<file path="src/rtl/utf8d_pkg.sv">
// shared types and constants for the lenient utf-8 decoder
`timescale 1ns / 1ps
`default_nettype none
package utf8d_pkg;

	localparam int unsigned CP_W = 21;
	localparam logic [CP_W-1:0] REPL_CP = CP_W'(63);

	typedef struct packed {
		logic [7:0] byte_in;
		logic       end_of_text;
	} in_word_t;

	typedef struct packed {
		logic [CP_W-1:0] code_point;
		logic            replaced;
		logic            run_last;
	} out_word_t;

	// work for the back end: qmarks replacement words, then an optional decoded code point
	typedef struct packed {
		logic [2:0]      qmarks;
		logic            tail_v;
		logic [CP_W-1:0] tail_cp;
	} job_t;

endpackage
`default_nettype wire

</file>
<file path="src/rtl/utf8d_front.sv">
// front end: takes bytes, tracks the open sequence and classifies each byte into a job
`timescale 1ns / 1ps
`default_nettype none
module utf8d_front (
	input  wire logic               clk,
	input  wire logic               arst_n,
	input  wire logic               push,
	input  wire utf8d_pkg::in_word_t item,
	output logic                    full,
	input  wire logic               q_full,
	output logic                    job_push,
	output utf8d_pkg::job_t         job
);

	logic [utf8d_pkg::CP_W-1:0] pv_q, pv_d;
	logic [1:0]                 bse_q, bse_d;
	logic [1:0]                 held_q, held_d;

	logic [7:0]                 b;
	logic                       eot, accept, open, cont, lead;
	logic [utf8d_pkg::CP_W-1:0] pv_shift, lead_bits;
	logic [1:0]                 lead_need;
	logic [2:0]                 base_q;

	assign b      = item.byte_in;
	assign eot    = item.end_of_text;
	assign full   = q_full;
	assign accept = push && !q_full;
	assign open   = (bse_q != 2'd0);
	assign cont   = (b[7:6] == 2'b10);
	assign pv_shift = {pv_q[utf8d_pkg::CP_W-7:0], b[5:0]};
	assign base_q = open ? (3'd1 + {1'b0, held_q}) : 3'd0;

	always_comb begin
		lead      = 1'b1;
		lead_bits = '0;
		lead_need = 2'd0;
		if (b[7:5] == 3'b110) begin
			lead_bits = {16'd0, b[4:0]};
			lead_need = 2'd1;
		end else if (b[7:4] == 4'b1110) begin
			lead_bits = {17'd0, b[3:0]};
			lead_need = 2'd2;
		end else if (b[7:3] == 5'b11110) begin
			lead_bits = {18'd0, b[2:0]};
			lead_need = 2'd3;
		end else begin
			lead = 1'b0;
		end
	end

	always_comb begin
		job.qmarks  = 3'd0;
		job.tail_v  = 1'b0;
		job.tail_cp = {13'd0, b};
		pv_d        = '0;
		bse_d       = 2'd0;
		held_d      = 2'd0;
		if (open && cont) begin
			if (bse_q == 2'd1) begin
				job.tail_v  = 1'b1;
				job.tail_cp = pv_shift;
			end else if (eot) begin
				job.qmarks = 3'd2 + {1'b0, held_q};
			end else begin
				pv_d   = pv_shift;
				bse_d  = bse_q - 2'd1;
				held_d = held_q + 2'd1;
			end
		end else begin
			job.qmarks = base_q;
			if (!b[7]) begin
				job.tail_v = 1'b1;
			end else if (lead && !eot) begin
				pv_d  = lead_bits;
				bse_d = lead_need;
			end else begin
				job.qmarks = base_q + 3'd1;
			end
		end
	end

	assign job_push = accept && (job.tail_v || (job.qmarks != 3'd0));

	always_ff @(posedge clk or negedge arst_n) begin
		if (!arst_n) begin
			pv_q   <= '0;
			bse_q  <= 2'd0;
			held_q <= 2'd0;
		end else if (accept) begin
			pv_q   <= pv_d;
			bse_q  <= bse_d;
			held_q <= held_d;
		end
	end

endmodule
`default_nettype wire

</file>
<file path="src/rtl/utf8d_fifo.sv">
// small job queue between the front and back ends
`timescale 1ns / 1ps
`default_nettype none
module utf8d_fifo #(
	parameter int unsigned DEPTH = 4
) (
	input  wire logic            clk,
	input  wire logic            arst_n,
	input  wire logic            push,
	input  wire utf8d_pkg::job_t wdata,
	output logic                 full,
	input  wire logic            pop,
	output utf8d_pkg::job_t      rdata,
	output logic                 empty
);

	localparam int unsigned AW = (DEPTH > 1) ? $clog2(DEPTH) : 1;
	localparam int unsigned CW = $clog2(DEPTH + 1);

	utf8d_pkg::job_t mem [DEPTH];
	logic [AW-1:0]   wptr_q, rptr_q;
	logic [CW-1:0]   count_q;
	logic            do_push, do_pop;

	assign full    = (count_q == CW'(DEPTH));
	assign empty   = (count_q == '0);
	assign do_push = push && !full;
	assign do_pop  = pop && !empty;
	assign rdata   = mem[rptr_q];

	always_ff @(posedge clk) begin
		if (do_push) begin
			mem[wptr_q] <= wdata;
		end
	end

	always_ff @(posedge clk or negedge arst_n) begin
		if (!arst_n) begin
			wptr_q  <= '0;
			rptr_q  <= '0;
			count_q <= '0;
		end else begin
			if (do_push) begin
				wptr_q <= (wptr_q == AW'(DEPTH - 1)) ? '0 : wptr_q + AW'(1);
			end
			if (do_pop) begin
				rptr_q <= (rptr_q == AW'(DEPTH - 1)) ? '0 : rptr_q + AW'(1);
			end
			if (do_push && !do_pop) begin
				count_q <= count_q + CW'(1);
			end else if (do_pop && !do_push) begin
				count_q <= count_q - CW'(1);
			end
		end
	end

endmodule
`default_nettype wire

</file>
<file path="src/rtl/utf8d_back.sv">
// back end: expands each job into result words, one per cycle while pop is high
`timescale 1ns / 1ps
`default_nettype none
module utf8d_back (
	input  wire logic               clk,
	input  wire logic               arst_n,
	input  wire logic               q_empty,
	input  wire utf8d_pkg::job_t    q_job,
	output logic                    q_pop,
	output logic                    empty,
	input  wire logic               pop,
	output utf8d_pkg::out_word_t    result
);

	logic [2:0]                 qm_q;
	logic                       tail_v_q;
	logic [utf8d_pkg::CP_W-1:0] tail_cp_q;
	logic                       busy, take, last, done;

	assign busy  = (qm_q != 3'd0) || tail_v_q;
	assign empty = !busy;
	assign take  = pop && busy;

	always_comb begin
		if (qm_q != 3'd0) begin
			result.code_point = utf8d_pkg::REPL_CP;
			result.replaced   = 1'b1;
			last              = (qm_q == 3'd1) && !tail_v_q;
		end else begin
			result.code_point = tail_cp_q;
			result.replaced   = 1'b0;
			last              = 1'b1;
		end
		result.run_last = last;
	end

	assign done  = !busy || (take && last);
	assign q_pop = done && !q_empty;

	always_ff @(posedge clk) begin
		if (q_pop) begin
			tail_cp_q <= q_job.tail_cp;
		end
	end

	always_ff @(posedge clk or negedge arst_n) begin
		if (!arst_n) begin
			qm_q     <= 3'd0;
			tail_v_q <= 1'b0;
		end else if (q_pop) begin
			qm_q     <= q_job.qmarks;
			tail_v_q <= q_job.tail_v;
		end else if (take) begin
			if (qm_q != 3'd0) begin
				qm_q <= qm_q - 3'd1;
			end else begin
				tail_v_q <= 1'b0;
			end
		end
	end

endmodule
`default_nettype wire

</file>
<file path="src/rtl/utf8_lenient_decoder.sv">
// top level of the lenient utf-8 decoder
// Bytes go in on the push/full side, one word per cycle while full is low, and decoded code
// points come out on the empty/pop side. A byte may yield several result words (up to four
// on a broken or truncated sequence). A QDEPTH-entry job queue between the byte classifier
// and the result expander absorbs those bursts, and full rises only when that queue is full.
// An accepted byte's words are queued as a job, which is then loaded into the result
// expander's registers, from which its first result word is shown. Malformed input gives
// '?' (63) with replaced set; run_last marks the last word caused by a byte.
`timescale 1ns / 1ps
`default_nettype none
module utf8_lenient_decoder #(
	parameter int unsigned QDEPTH = 4
) (
	input  wire logic                clk,
	input  wire logic                arst_n,
	input  wire logic                push,
	input  wire utf8d_pkg::in_word_t item,
	output logic                     full,
	output logic                     empty,
	input  wire logic                pop,
	output utf8d_pkg::out_word_t     result
);

	logic            q_full, q_empty, q_push, q_pop;
	utf8d_pkg::job_t job_w, job_r;

	utf8d_front u_front (
		.clk      (clk),
		.arst_n   (arst_n),
		.push     (push),
		.item     (item),
		.full     (full),
		.q_full   (q_full),
		.job_push (q_push),
		.job      (job_w)
	);

	utf8d_fifo #(
		.DEPTH (QDEPTH)
	) u_fifo (
		.clk    (clk),
		.arst_n (arst_n),
		.push   (q_push),
		.wdata  (job_w),
		.full   (q_full),
		.pop    (q_pop),
		.rdata  (job_r),
		.empty  (q_empty)
	);

	utf8d_back u_back (
		.clk     (clk),
		.arst_n  (arst_n),
		.q_empty (q_empty),
		.q_job   (job_r),
		.q_pop   (q_pop),
		.empty   (empty),
		.pop     (pop),
		.result  (result)
	);

endmodule
`default_nettype wire

</file>
<file path="config.mk">
export PLATFORM = sky130hd
export DESIGN_NAME = utf8_lenient_decoder
export DESIGN_NICKNAME = d
export VERILOG_FILES = /design/src/rtl/utf8d_pkg.sv /design/src/rtl/utf8d_front.sv /design/src/rtl/utf8d_fifo.sv /design/src/rtl/utf8d_back.sv /design/src/rtl/utf8_lenient_decoder.sv
export SDC_FILE = /design/constraint.sdc
export NUM_CORES = 1
export LEC_CHECK = 0
export ABC_AREA = 1
export BUFFER_PORTS_ARGS = -buffer_cell sky130_fd_sc_hd__buf_2
export CORE_MARGIN = 2
export CORE_UTILIZATION = 50
export DETAILED_ROUTE_END_ITERATION = 7
export GPL_ROUTABILITY_DRIVEN = 0
export HOLD_SLACK_MARGIN = 0.03
export PLACE_DENSITY = 0.8
export SYNTH_ARGS = -nofsm -noshare
export SYNTH_HDL_FRONTEND = slang
export SYNTH_SLANG_ARGS = --single-unit
</file>
<file path="constraint.sdc">
create_clock -name clk -period 4.18 [get_ports clk]
set_input_delay 0 -clock clk [delete_from_list [all_inputs] [get_ports clk]]
set_output_delay 0 -clock clk [all_outputs]
set_load 0.05 [all_outputs]
</file>
# --- Word-level counts from Yosys, hierarchy flattened ---
# Memories as Yosys holds them, arrays and structs flattened.
# Cells that the tools add are included.
totals:
  ram_bits: 100
  mem_count: 1
  elab_cells: 106
  out_inout_bits: 25
  in_bits: 13
  latchBits: 0
  rom_bits: 0
  ff_bits: 51
memory_table:
  columns: ["memory", "words", "word_bits", "rd", "rd_clocked_by_memory_dff", "write_ports", "line", "source"]
  rows:
  - ["u_fifo.mem", 4, 25, 1, 0, 1, "utf8d_fifo.sv:20", "utf8d_pkg::job_t mem [DEPTH];"]
classes:
  n_reduce_logical: 31
  mux: 45
  add_sub_neg: 10
  magnitude_cmp: 0
  bitwise: 0
  div: 0
  mul: 0
  n_shift: 0
  n_eq_ne: 10
op_table:
  columns: ["op", "n"]
  rows:
  - ["15-bit 2-to-1 mux", 6]
  - ["22-bit 2-to-1 mux", 2]
  - ["3-bit 2-to-1 mux", 11]
  - ["2-bit 2-to-1 mux", 13]
  - ["21-bit 2-to-1 mux", 1]
  - ["1-bit logical AND", 12]
  - ["1-bit 2-to-1 mux", 10]
  - ["4-bit 2-to-1 mux", 2]
  - ["2-bit nonzero test", 4]
  - ["1-bit logical NOT", 7]
  - ["2-bit by 1-bit adder with 2-bit output (second input constant)", 3]
  - ["3-bit by 1-bit adder with 3-bit output (second input constant)", 2]
  - ["2-bit == test (second input constant)", 3]
  - ["3-bit == test (second input constant)", 2]
  - ["3-bit nonzero test", 2]
  - ["3-bit by 1-bit subtractor with 3-bit output (second input constant)", 2]
  - ["5-bit == test (second input constant)", 1]
  - ["4-bit == test (second input constant)", 1]
  - ["2-bit AND reduction", 2]
  - ["1-bit by 2-bit adder with 3-bit output (first input constant)", 1]
  - ["2-bit by 2-bit adder with 3-bit output (first input constant)", 1]
  - ["3-bit by 1-bit == test with 1-bit output (second input constant)", 1]
  - ["3-bit logical NOT", 1]
  - ["1-bit logical OR", 3]
  - ["3 further kinds", 3]

# --- Longest topological paths before layout ---
# Gate-level depths: netlist of run 1.
logic_depth:
  ltp_word: 16
  depth_mapped: 18

# --- Cells and area by module ---
# A second synthesis of run 1 with hierarchy kept.
unflattened:
  cells_unflattened: 606
  hier_area_um2: 6804.0
modules_own_cells:
  columns: ["mod", "n_inst", "seq_area_each_um2", "area_per_inst_um2", "cells_each"]
  rows:
  - ["utf8d_fifo", 1, 3178.0, 4500.6, 352]
  - ["utf8d_front", 1, 475.5, 1186.1, 155]
  - ["utf8d_back", 1, 730.7, 1117.3, 99]

# --- Worst setup path after synthesis of run 1 ---
# No wires, ideal clock.
synth_path:
  path_kind: "register -> register"
  startpoint: "register u_front.held_q[0]"
  endpoint: "memory u_fifo.mem[3][0] (netlist name), enable pin"
  t_arrival_ns: 2.614
  period_less_slack_ns: 3.021
  stages_incl_launch_ff: 13
  required_time_ns: 3.773
  setup_slack_ns: 1.159
  cell_sequence: "dfrtp_1 -> ha_1 -> inv_1 -> nor2_1 -> ha_1 -> nor2_1 -> a21oi_1 -> nand2_1 -> nand3_2 -> nor2_2 -> nand2_2 -> nand2_4 -> nor2_1"
synth_via:
  elab_chain_cells: 12
synth_lines:
  columns: ["item", "line", "source"]
  rows:
  - ["start: declaration", "utf8d_front.sv:17", "logic [1:0] held_q, held_d;"]
  - ["start signal: assignment", "utf8d_front.sv:93", "held_q <= held_d;"]
  - ["1-bit by 2-bit adder with 3-bit output", "utf8d_front.sv:32", "assign base_q = open ? (3'd1 + {1'b0, held_q}) : 3'd0;"]
  - ["3-bit 2-to-1 mux", "utf8d_front.sv:32", null]
  - ["3-bit by 1-bit adder with 3-bit output", "utf8d_front.sv:78", "job.qmarks = base_q + 3'd1;"]
  - ["3-bit 2-to-1 mux", "utf8d_front.sv:74", "end else if (lead && !eot) begin"]
  - ["3-bit 2-to-1 mux", "utf8d_front.sv:72", "if (!b[7]) begin"]
  - ["4-bit 2-to-1 mux *", "utf8d_front.sv:59", "if (open && cont) begin"]
  - ["3-bit nonzero test *", "utf8d_front.sv:83", "assign job_push = accept && (job.tail_v || (job.qmarks != 3'd0));"]
  - ["1-bit logical OR *", "utf8d_front.sv:83", null]
  - ["1-bit logical AND *", "utf8d_front.sv:83", null]
  - ["1-bit logical AND *", "utf8d_fifo.sv:27", "assign do_push = push && !full;"]
  - ["1-bit 2-to-1 mux *", "utf8d_fifo.sv:32", "if (do_push) begin"]
  - ["1-bit 2-to-1 mux (implied by the code) *", "utf8d_fifo.sv:33", "mem[wptr_q] <= wdata;"]
  - ["end: declaration", "utf8d_fifo.sv:20", null]
# Every way passes the cells marked *; elsewhere a longest branch is shown, timed or not.

# --- Final worst setup path of run 1 ---
layout_path:
  startpoint: "register u_front.bse_q[0]"
  endpoint: "register u_fifo.count_q[1]"
layout_via:
  elab_chain_cells: 13
layout_lines:
  columns: ["item", "line", "source"]
  rows:
  - ["start: declaration", "utf8d_front.sv:16", "logic [1:0] bse_q, bse_d;"]
  - ["start signal: assignment", "utf8d_front.sv:92", "bse_q <= bse_d;"]
  - ["2-bit nonzero test", "utf8d_front.sv:29", "assign open = (bse_q != 2'd0);"]
  - ["3-bit 2-to-1 mux", "utf8d_front.sv:32", null]
  - ["3-bit by 1-bit adder with 3-bit output", "utf8d_front.sv:78", null]
  - ["3-bit 2-to-1 mux", "utf8d_front.sv:74", null]
  - ["3-bit 2-to-1 mux", "utf8d_front.sv:72", null]
  - ["4-bit 2-to-1 mux *", "utf8d_front.sv:59", null]
  - ["3-bit nonzero test", "utf8d_front.sv:83", null]
  - ["1-bit logical OR *", "utf8d_front.sv:83", null]
  - ["1-bit logical AND *", "utf8d_front.sv:83", null]
  - ["1-bit logical AND *", "utf8d_fifo.sv:27", null]
  - ["via u_fifo.do_push", "utf8d_fifo.sv:23", "logic do_push, do_pop;"]
  - ["1-bit logical NOT", "utf8d_fifo.sv:51", "end else if (do_pop && !do_push) begin"]
  - ["1-bit logical AND", "utf8d_fifo.sv:51", null]
  - ["2-bit nonzero test (no source line)", null, null]
  - ["end signal: assignment", "utf8d_fifo.sv:50", "count_q <= count_q + CW'(1);"]
  - ["end signal: assignment", "utf8d_fifo.sv:52", "count_q <= count_q - CW'(1);"]
  - ["end: declaration", "utf8d_fifo.sv:22", "logic [CW-1:0] count_q;"]
# The timed path passes the listed nets; every way through them passes the cells marked *.
# A chain may end at the register's enable or synchronous reset.

==> flow_metrics.tcl, run 1 <==
set metrics [dict create \
    status "finished, final reports clean" \
    cts_setup_buffers 0 \
    fillers 904 \
    cts_root_buffer "clkbuf_16" \
    end_kind "flop" \
    drive_gt1_frac 0.157 \
    relSlewSlack 0.239 \
    wl_per_cell_um 16.8 \
    setup-tns-final_ns 0 \
    cts_buffer_depth 2 \
    drc 0 \
    min_period_ns 2.98 \
    synth_top_area_frac 0.575 \
    num_antenna_cells 0 \
    grt.overflow.total 0 \
    final-hold-violation-count 0 \
    ant_nets 0 \
    initial_core_util 0.507 \
    crit_arrival_ns 3.28 \
    peakVddDrop_v 0.000298 \
    grt_max_degree 53 \
    p_per_area_nw_per_um2 664 \
    synth-async-reset-ratio 0.199 \
    drt_iter0_markers 376 \
    path_clk_slew_ns 0.06 \
    maxSlewViolCount 0 \
    cts.sinks 151 \
    yosysSeqAreaShare 0.693 \
    period_share 0.713 \
    core_area_um2 12500 \
    fin_util 0.590 \
    fp-row-count 41 \
    grt_pass1_wl_mm 20.2 \
    crit_type "flop to flop" \
    rsz0062_at_grt "no" \
    p_leak_nw 2.89 \
    fin_worst_skew_ns 0.00976 \
    worstMarginPinSlew_ns 1.14 \
    cts_buffers 17 \
    cts_resized 0 \
    cts_max_level 4 \
    regArea_um2 4380 \
    critPathMaxFanout 7 \
    fin_cells 771 \
    synth_edf_count 121 \
    antenna_found_initial 0 \
    die_w_um 116 \
    synth.avg_cell_area_um2 11.8 \
    setup_viol 0 \
    wl_mm 12.9 \
    finalPower_mw 4.88 \
    grt_pass1_vias 4113 \
    ys_seq_elements 151 \
    dp_cells 729 \
    track_usage 0.201 \
    syn_nets 563 \
    synth_cells 536 \
    clkLatencyLatePin_ns 0.42 \
    dpl.hpwl_mm 7.82 \
    nNetsFinal 613 \
    yosys.area.top_type "edfxtp_1" \
    synth_area_leaders "edfxtp_1 57%, dfrtp_1 12%, nor2_1 5.8%, o21ai_0 4.9%, inv_1 4.0%" \
    synthTopCellsByCount "121 x edfxtp_1, 97 x nor2_1, 68 x inv_1" \
    yosysUniqueCellTypes 33 \
    hp-class "input pin to flop" \
    max_freq_ghz 0.335 \
    multi_input_area_um2 1590 \
    worstPathRequired_ns 4.48 \
    boundaryPins 38 \
    maxCapViolCount 0 \
    synth_flop_cell "edfxtp_1" \
    die_area_um2 13600 \
    dr.pass1.iters 5 \
    cts_tree "done" \
    viasPerCell 5.40 \
    io_buffer_count 37 \
    yosys_warnings 0 \
    postPlaceCellArea_um2 6670 \
    synth_most_common_cell "edfxtp_1" \
    startpoint_type "flop" \
    fp.dieH_um 116 \
    synth_area_um2 6320 \
    final_area_um2 7350 \
    syn_to_final_growth_pct 16.2 \
    vias 4167 \
]
## metal layers
metal / share of wire / GRT usage / vias to the layer above
met4: 0.018 / 0.0746 / 0
met1: 0.39 / 0.247 / 2014
met2: 0.51 / 0.343 / 173
met3: 0.078 / 0.0555 / 23
li1: - / - / 1957
met5: 0 / 0 / -
## final timing paths
path,from,to,slack (ns),depth (start not counted)
max,u_front.bse_q[0]$_DFFE_PN0P_,u_fifo.count_q[1]$_DFFE_PN0P_,1.20,16
min,item[7],u_front.bse_q[1]$_DFFE_PN0P_,0.1,5
max reg2reg,u_front.bse_q[0]$_DFFE_PN0P_,u_fifo.count_q[1]$_DFFE_PN0P_,1.20,16
min reg2reg,u_fifo.count_q[0]$_DFFE_PN0P_,u_fifo.count_q[0]$_DFFE_PN0P_,0.53,1
max in group asynchronous,arst_n,u_front.pv_q[12]$_DFFE_PN0P_,3.52,2
min in group asynchronous,arst_n,u_fifo.rptr_q[1]$_DFFE_PN0P_,0.18,2
## what timing repair did
action / 4_1_cts / 5_1_grt
hold buffers: 10 / 0
endpoints found under the setup margin: 0 / 0
hold endpoints to repair: 65 / 0
## final cells by class
class / count / share of cell area
Sequential cell: 151 / 0.596
Multi-Input combinational cell: 295 / 0.216
Clock buffer: 26 / 0.0740
Timing Repair Buffer: 53 / 0.0449
Inverter: 68 / 0.0347
Tap cell: 172 / 0.0293
Clock inverter: 6 / 0.00443
## cells by family after synthesis
family	share of synthesized area
fa+ha+maj	0.0289
xor+xnor	0.00277
simple gates	0.114
compound gates	0.102
flops	0.693
mux	0.00178
buf+inv	0.0570
## power by group
| part | switching (mW) | total [mW] | internal (mW) |
|---|---|---|---|
| clock network | 0.561 | 1.46 | 0.898 |
| logic | 0.949 | 1.32 | 0.372 |
| registers | 0.127 | 2.10 | 1.97 |
## critical path: stages (launching register included)
cell     delay (ns)
dfrtp_1        0.35
inv_1          0.08
ha_1           0.24
nor2_1         0.21
ha_1           0.28
nor2_1         0.12
a21oi_1        0.07
nand2_1        0.09
nand3_2        0.07
nor2_2         0.10
nand2_2        0.09
nand2_4        0.12
inv_1          0.06
ha_1           0.17
inv_1          0.09
fa_1           0.42
mux2_2         0.28
## stage by stage
stage / hold WS [ns] / setup WS (ns)
global route: 0.118 / 0.911
global placement: 0.0890 / 1.38
detailed placement: 0.0977 / 1.24
CTS: 0.0930 / 1.19
finish: 0.0973 / 1.20
floorplan: -0.296 / 1.16
## cells in the final DEF, fill, tap and decap left out
cell           count
nand3_2            2
ha_1              13
mux2_2             1
edfxtp_1         121
nand3_4            1
a31oi_4            1
clkbuf_16         21
inv_1             68
nor2_1            93
xnor2_1            1
clkinv_2           4
nand4_1            3
o22ai_1           39
a21oi_1            7
nand2_1           33
a31oi_1            1
o21ai_0           62
dlygate4sd3_1     10
fa_1               1
o221ai_1           1
buf_4              6
xor2_1             1
nor2_4             1
clkbuf_1           5
o21ai_1            2
nand3_1           13
o32ai_1            1
nor2_2             5
or2_2              7
buf_2             37
inv_4              2
nand2_4            3
nand2_2            3
dfrtp_1           30
## registers in the layout, indices dropped and copies added, names as in the netlist
name	flops
u_back.qm_q	3
u_back.tail_cp_q	21
u_back.tail_v_q	1
u_fifo.count_q	3
u_fifo.mem	100
u_fifo.rptr_q	2
u_fifo.wptr_q	2
u_front.bse_q	2
u_front.held_q	2
u_front.pv_q	15
No activity file was read; power rests on OpenSTA's default activity.
==> run 2, diff against run 1 <==
==> constraint.sdc (replaced) <==
create_clock -name clk -period 3.1 [get_ports clk]
set_input_delay 0 -clock clk [delete_from_list [all_inputs] [get_ports clk]]
set_output_delay 0 -clock clk [all_outputs]
set_load 0.05 [all_outputs]
==> run 2 against run 1 <==
Net effect: flip-flop and latch count unchanged; cell count grew 1.3%; power increased by 40%; highest routed layer unchanged.
==> flow_metrics.tcl, run 2 (same netlist as run 1, synthesis figures left out) <==
set metrics [dict create \
    status "finished, final reports clean" \
    core_area_um2 12500 \
    initial_core_util 0.507 \
    maxCapViolCount 0 \
    drt_iter0_markers 434 \
    largest_register_ff_count 100 \
    setup-tns-final_ns 0 \
    critPathMaxFanout 6 \
    highest-signal-layer "met4" \
    syn_to_final_growth_pct 18.3 \
    crit_path_top_delay_cell "fa_2" \
    peakVddDrop_v 0.000367 \
    die_w_um 116 \
    final-hold-violation-count 0 \
    postPlaceCellArea_um2 6710 \
    final_common_cell "edfxtp_1" \
    period_share 0.960 \
    fp-row-count 41 \
    cts_buffer_depth 2 \
    fp.dieH_um 116 \
    wl_per_cell_um 16.8 \
    setup_viol 0 \
    final_area_um2 7480 \
    p_leak_nw 2.95 \
    clkLatencyLatePin_ns 0.42 \
    grt_pass1_vias 4230 \
    maxSlewViolCount 0 \
    end_kind "flop" \
    cts.sinks 151 \
    max_freq_ghz 0.336 \
    wl_met3_um 861 \
    cts_tree "done" \
    relSlewSlack 0.521 \
    top_register "u_fifo.mem" \
    fin_worst_skew_ns 0.00770 \
    wl_mm 13.1 \
    cts_max_level 4 \
    worstMarginPinSlew_ns 0.718 \
    worstPathRequired_ns 3.40 \
    drc 0 \
    track_usage 0.206 \
    crit_chain "ha_1, inv_1, nor2_1, ha_2, nor2_1, a21oi_1, nand2_1, nand3_2, nor2_2, nand2_2, nand2_4, inv_1, ha_1, inv_2, fa_2, mux2_2" \
    die_area_um2 13600 \
    hp-class "input pin to flop" \
    wirelength_met1_mm 5.24 \
    min_period_ns 2.98 \
    met2_length_mm 6.80 \
    crit_path_max_incr_delay_ns 0.43 \
    drive_gt1_frac 0.187 \
    dpl.hpwl_mm 7.68 \
    dr.pass1.iters 5 \
    vias 4306 \
    grt_max_degree 53 \
    final_cell_mix "121 x edfxtp_1, 92 x nor2_1, 67 x inv_1" \
    path_clk_slew_ns 0.06 \
    worst-path-buf-inv 3 \
    cts_root_buffer "clkbuf_16" \
    viasPerCell 5.51 \
    nNetsFinal 623 \
    io_buffer_count 37 \
    grt_pass1_wl_mm 20.7 \
    cpLargestDelayFamily "adder cells" \
    boundaryPins 38 \
    antenna_found_initial 0 \
    ant_nets 0 \
    pre_cts_ws_ns 0.109 \
    grt.overflow.total 0 \
    rsz0062_at_grt "no" \
    num_antenna_cells 0 \
    crit_arrival_ns 3.28 \
    fin_ws_ns 0.125 \
    reg_top3 "u_fifo.mem (100), u_back.tail_cp_q (21), u_front.pv_q (15)" \
    crit_type "flop to flop" \
    fillers 932 \
    startpoint_type "flop" \
    cts_buffers 17 \
    p_per_area_nw_per_um2 911 \
]
run 2: changes by cell type in the layout (fill, tap and decap cells not counted), sizes merged:
cell,before,now
buf,43,53
clkbuf,26,20
bufinv,0,3
clkinvlp,0,1
clkinv,4,6
run 2: metal layers:
| metal | up-vias | global-route usage |
|---|---|---|
| met3 | 27 | 0.0545 |
| li1 | 1975 | - |
| met4 | 0 | 0.0921 |
| met5 | - | 0 |
| met2 | 184 | 0.343 |
| met1 | 2120 | 0.255 |
run 2: path summary, 6_finish.rpt:
check | start | to | slack [ns] | cells past startpoint
worst max register to register | u_front.held_q[0]$_DFFE_PN0P_ | u_fifo.count_q[1]$_DFFE_PN0P_ | 0.12 | 16
worst min-delay path | item[7] | u_front.bse_q[1]$_DFFE_PN0P_ | 0.09 | 5
max in group asynchronous | arst_n | u_front.pv_q[0]$_DFFE_PN0P_ | 2.44 | 2
worst max-delay path | u_front.held_q[0]$_DFFE_PN0P_ | u_fifo.count_q[1]$_DFFE_PN0P_ | 0.12 | 16
min in group asynchronous | arst_n | u_fifo.rptr_q[1]$_DFFE_PN0P_ | 0.18 | 2
worst min register to register | u_back.tail_v_q$_DFFE_PN0P_ | u_back.tail_v_q$_DFFE_PN0P_ | 0.51 | 2
run 2: power breakdown:
group | switching, mW | total, mW | internal (mW)
Combinational | 1.37 | 1.92 | 0.553
Clock | 0.781 | 2.11 | 1.33
Sequential | 0.122 | 2.78 | 2.66
Total | 2.27 | 6.81 | 4.54
run 2: metrics by stage:
step | instances | util | power (mW) | hold slack (ns)
after floorplan | 536 | - | 4.12 | -0.296
after global placement | 734 | 0.538 | 4.54 | 0.0712
after detailed placement | 734 | 0.538 | 4.66 | 0.0856
after CTS | 776 | 0.596 | 6.79 | 0.0921
after global routing | 781 | 0.600 | 7.14 | 0.119
final | 781 | 0.600 | 6.81 | 0.0942
run 2: cell type report:
class	count	area, um^2	area share
Clock buffer	20	468	0.0626
Clock inverter	12	148	0.0197
Inverter	68	255	0.0341
Multi-Input combinational cell	295	1600	0.214
Sequential cell	151	4380	0.586
Tap cell	172	215	0.0288
Timing Repair Buffer	63	405	0.0542
run 2: tightest hold or removal path, stage by stage:
cell and delay, ns:
buf_2 0.12, nand2_4 0.09, a31oi_4 0.05, nand4_1 0.09, o221ai_1 0.10
run 2: repair_timing:
action	4_1_cts	5_1_grt
hold buffers	10	0
setup endpoints to repair	0	2
endpoints found under the hold margin	65	0
gates resized for setup	0	7
buffers inserted	0	5
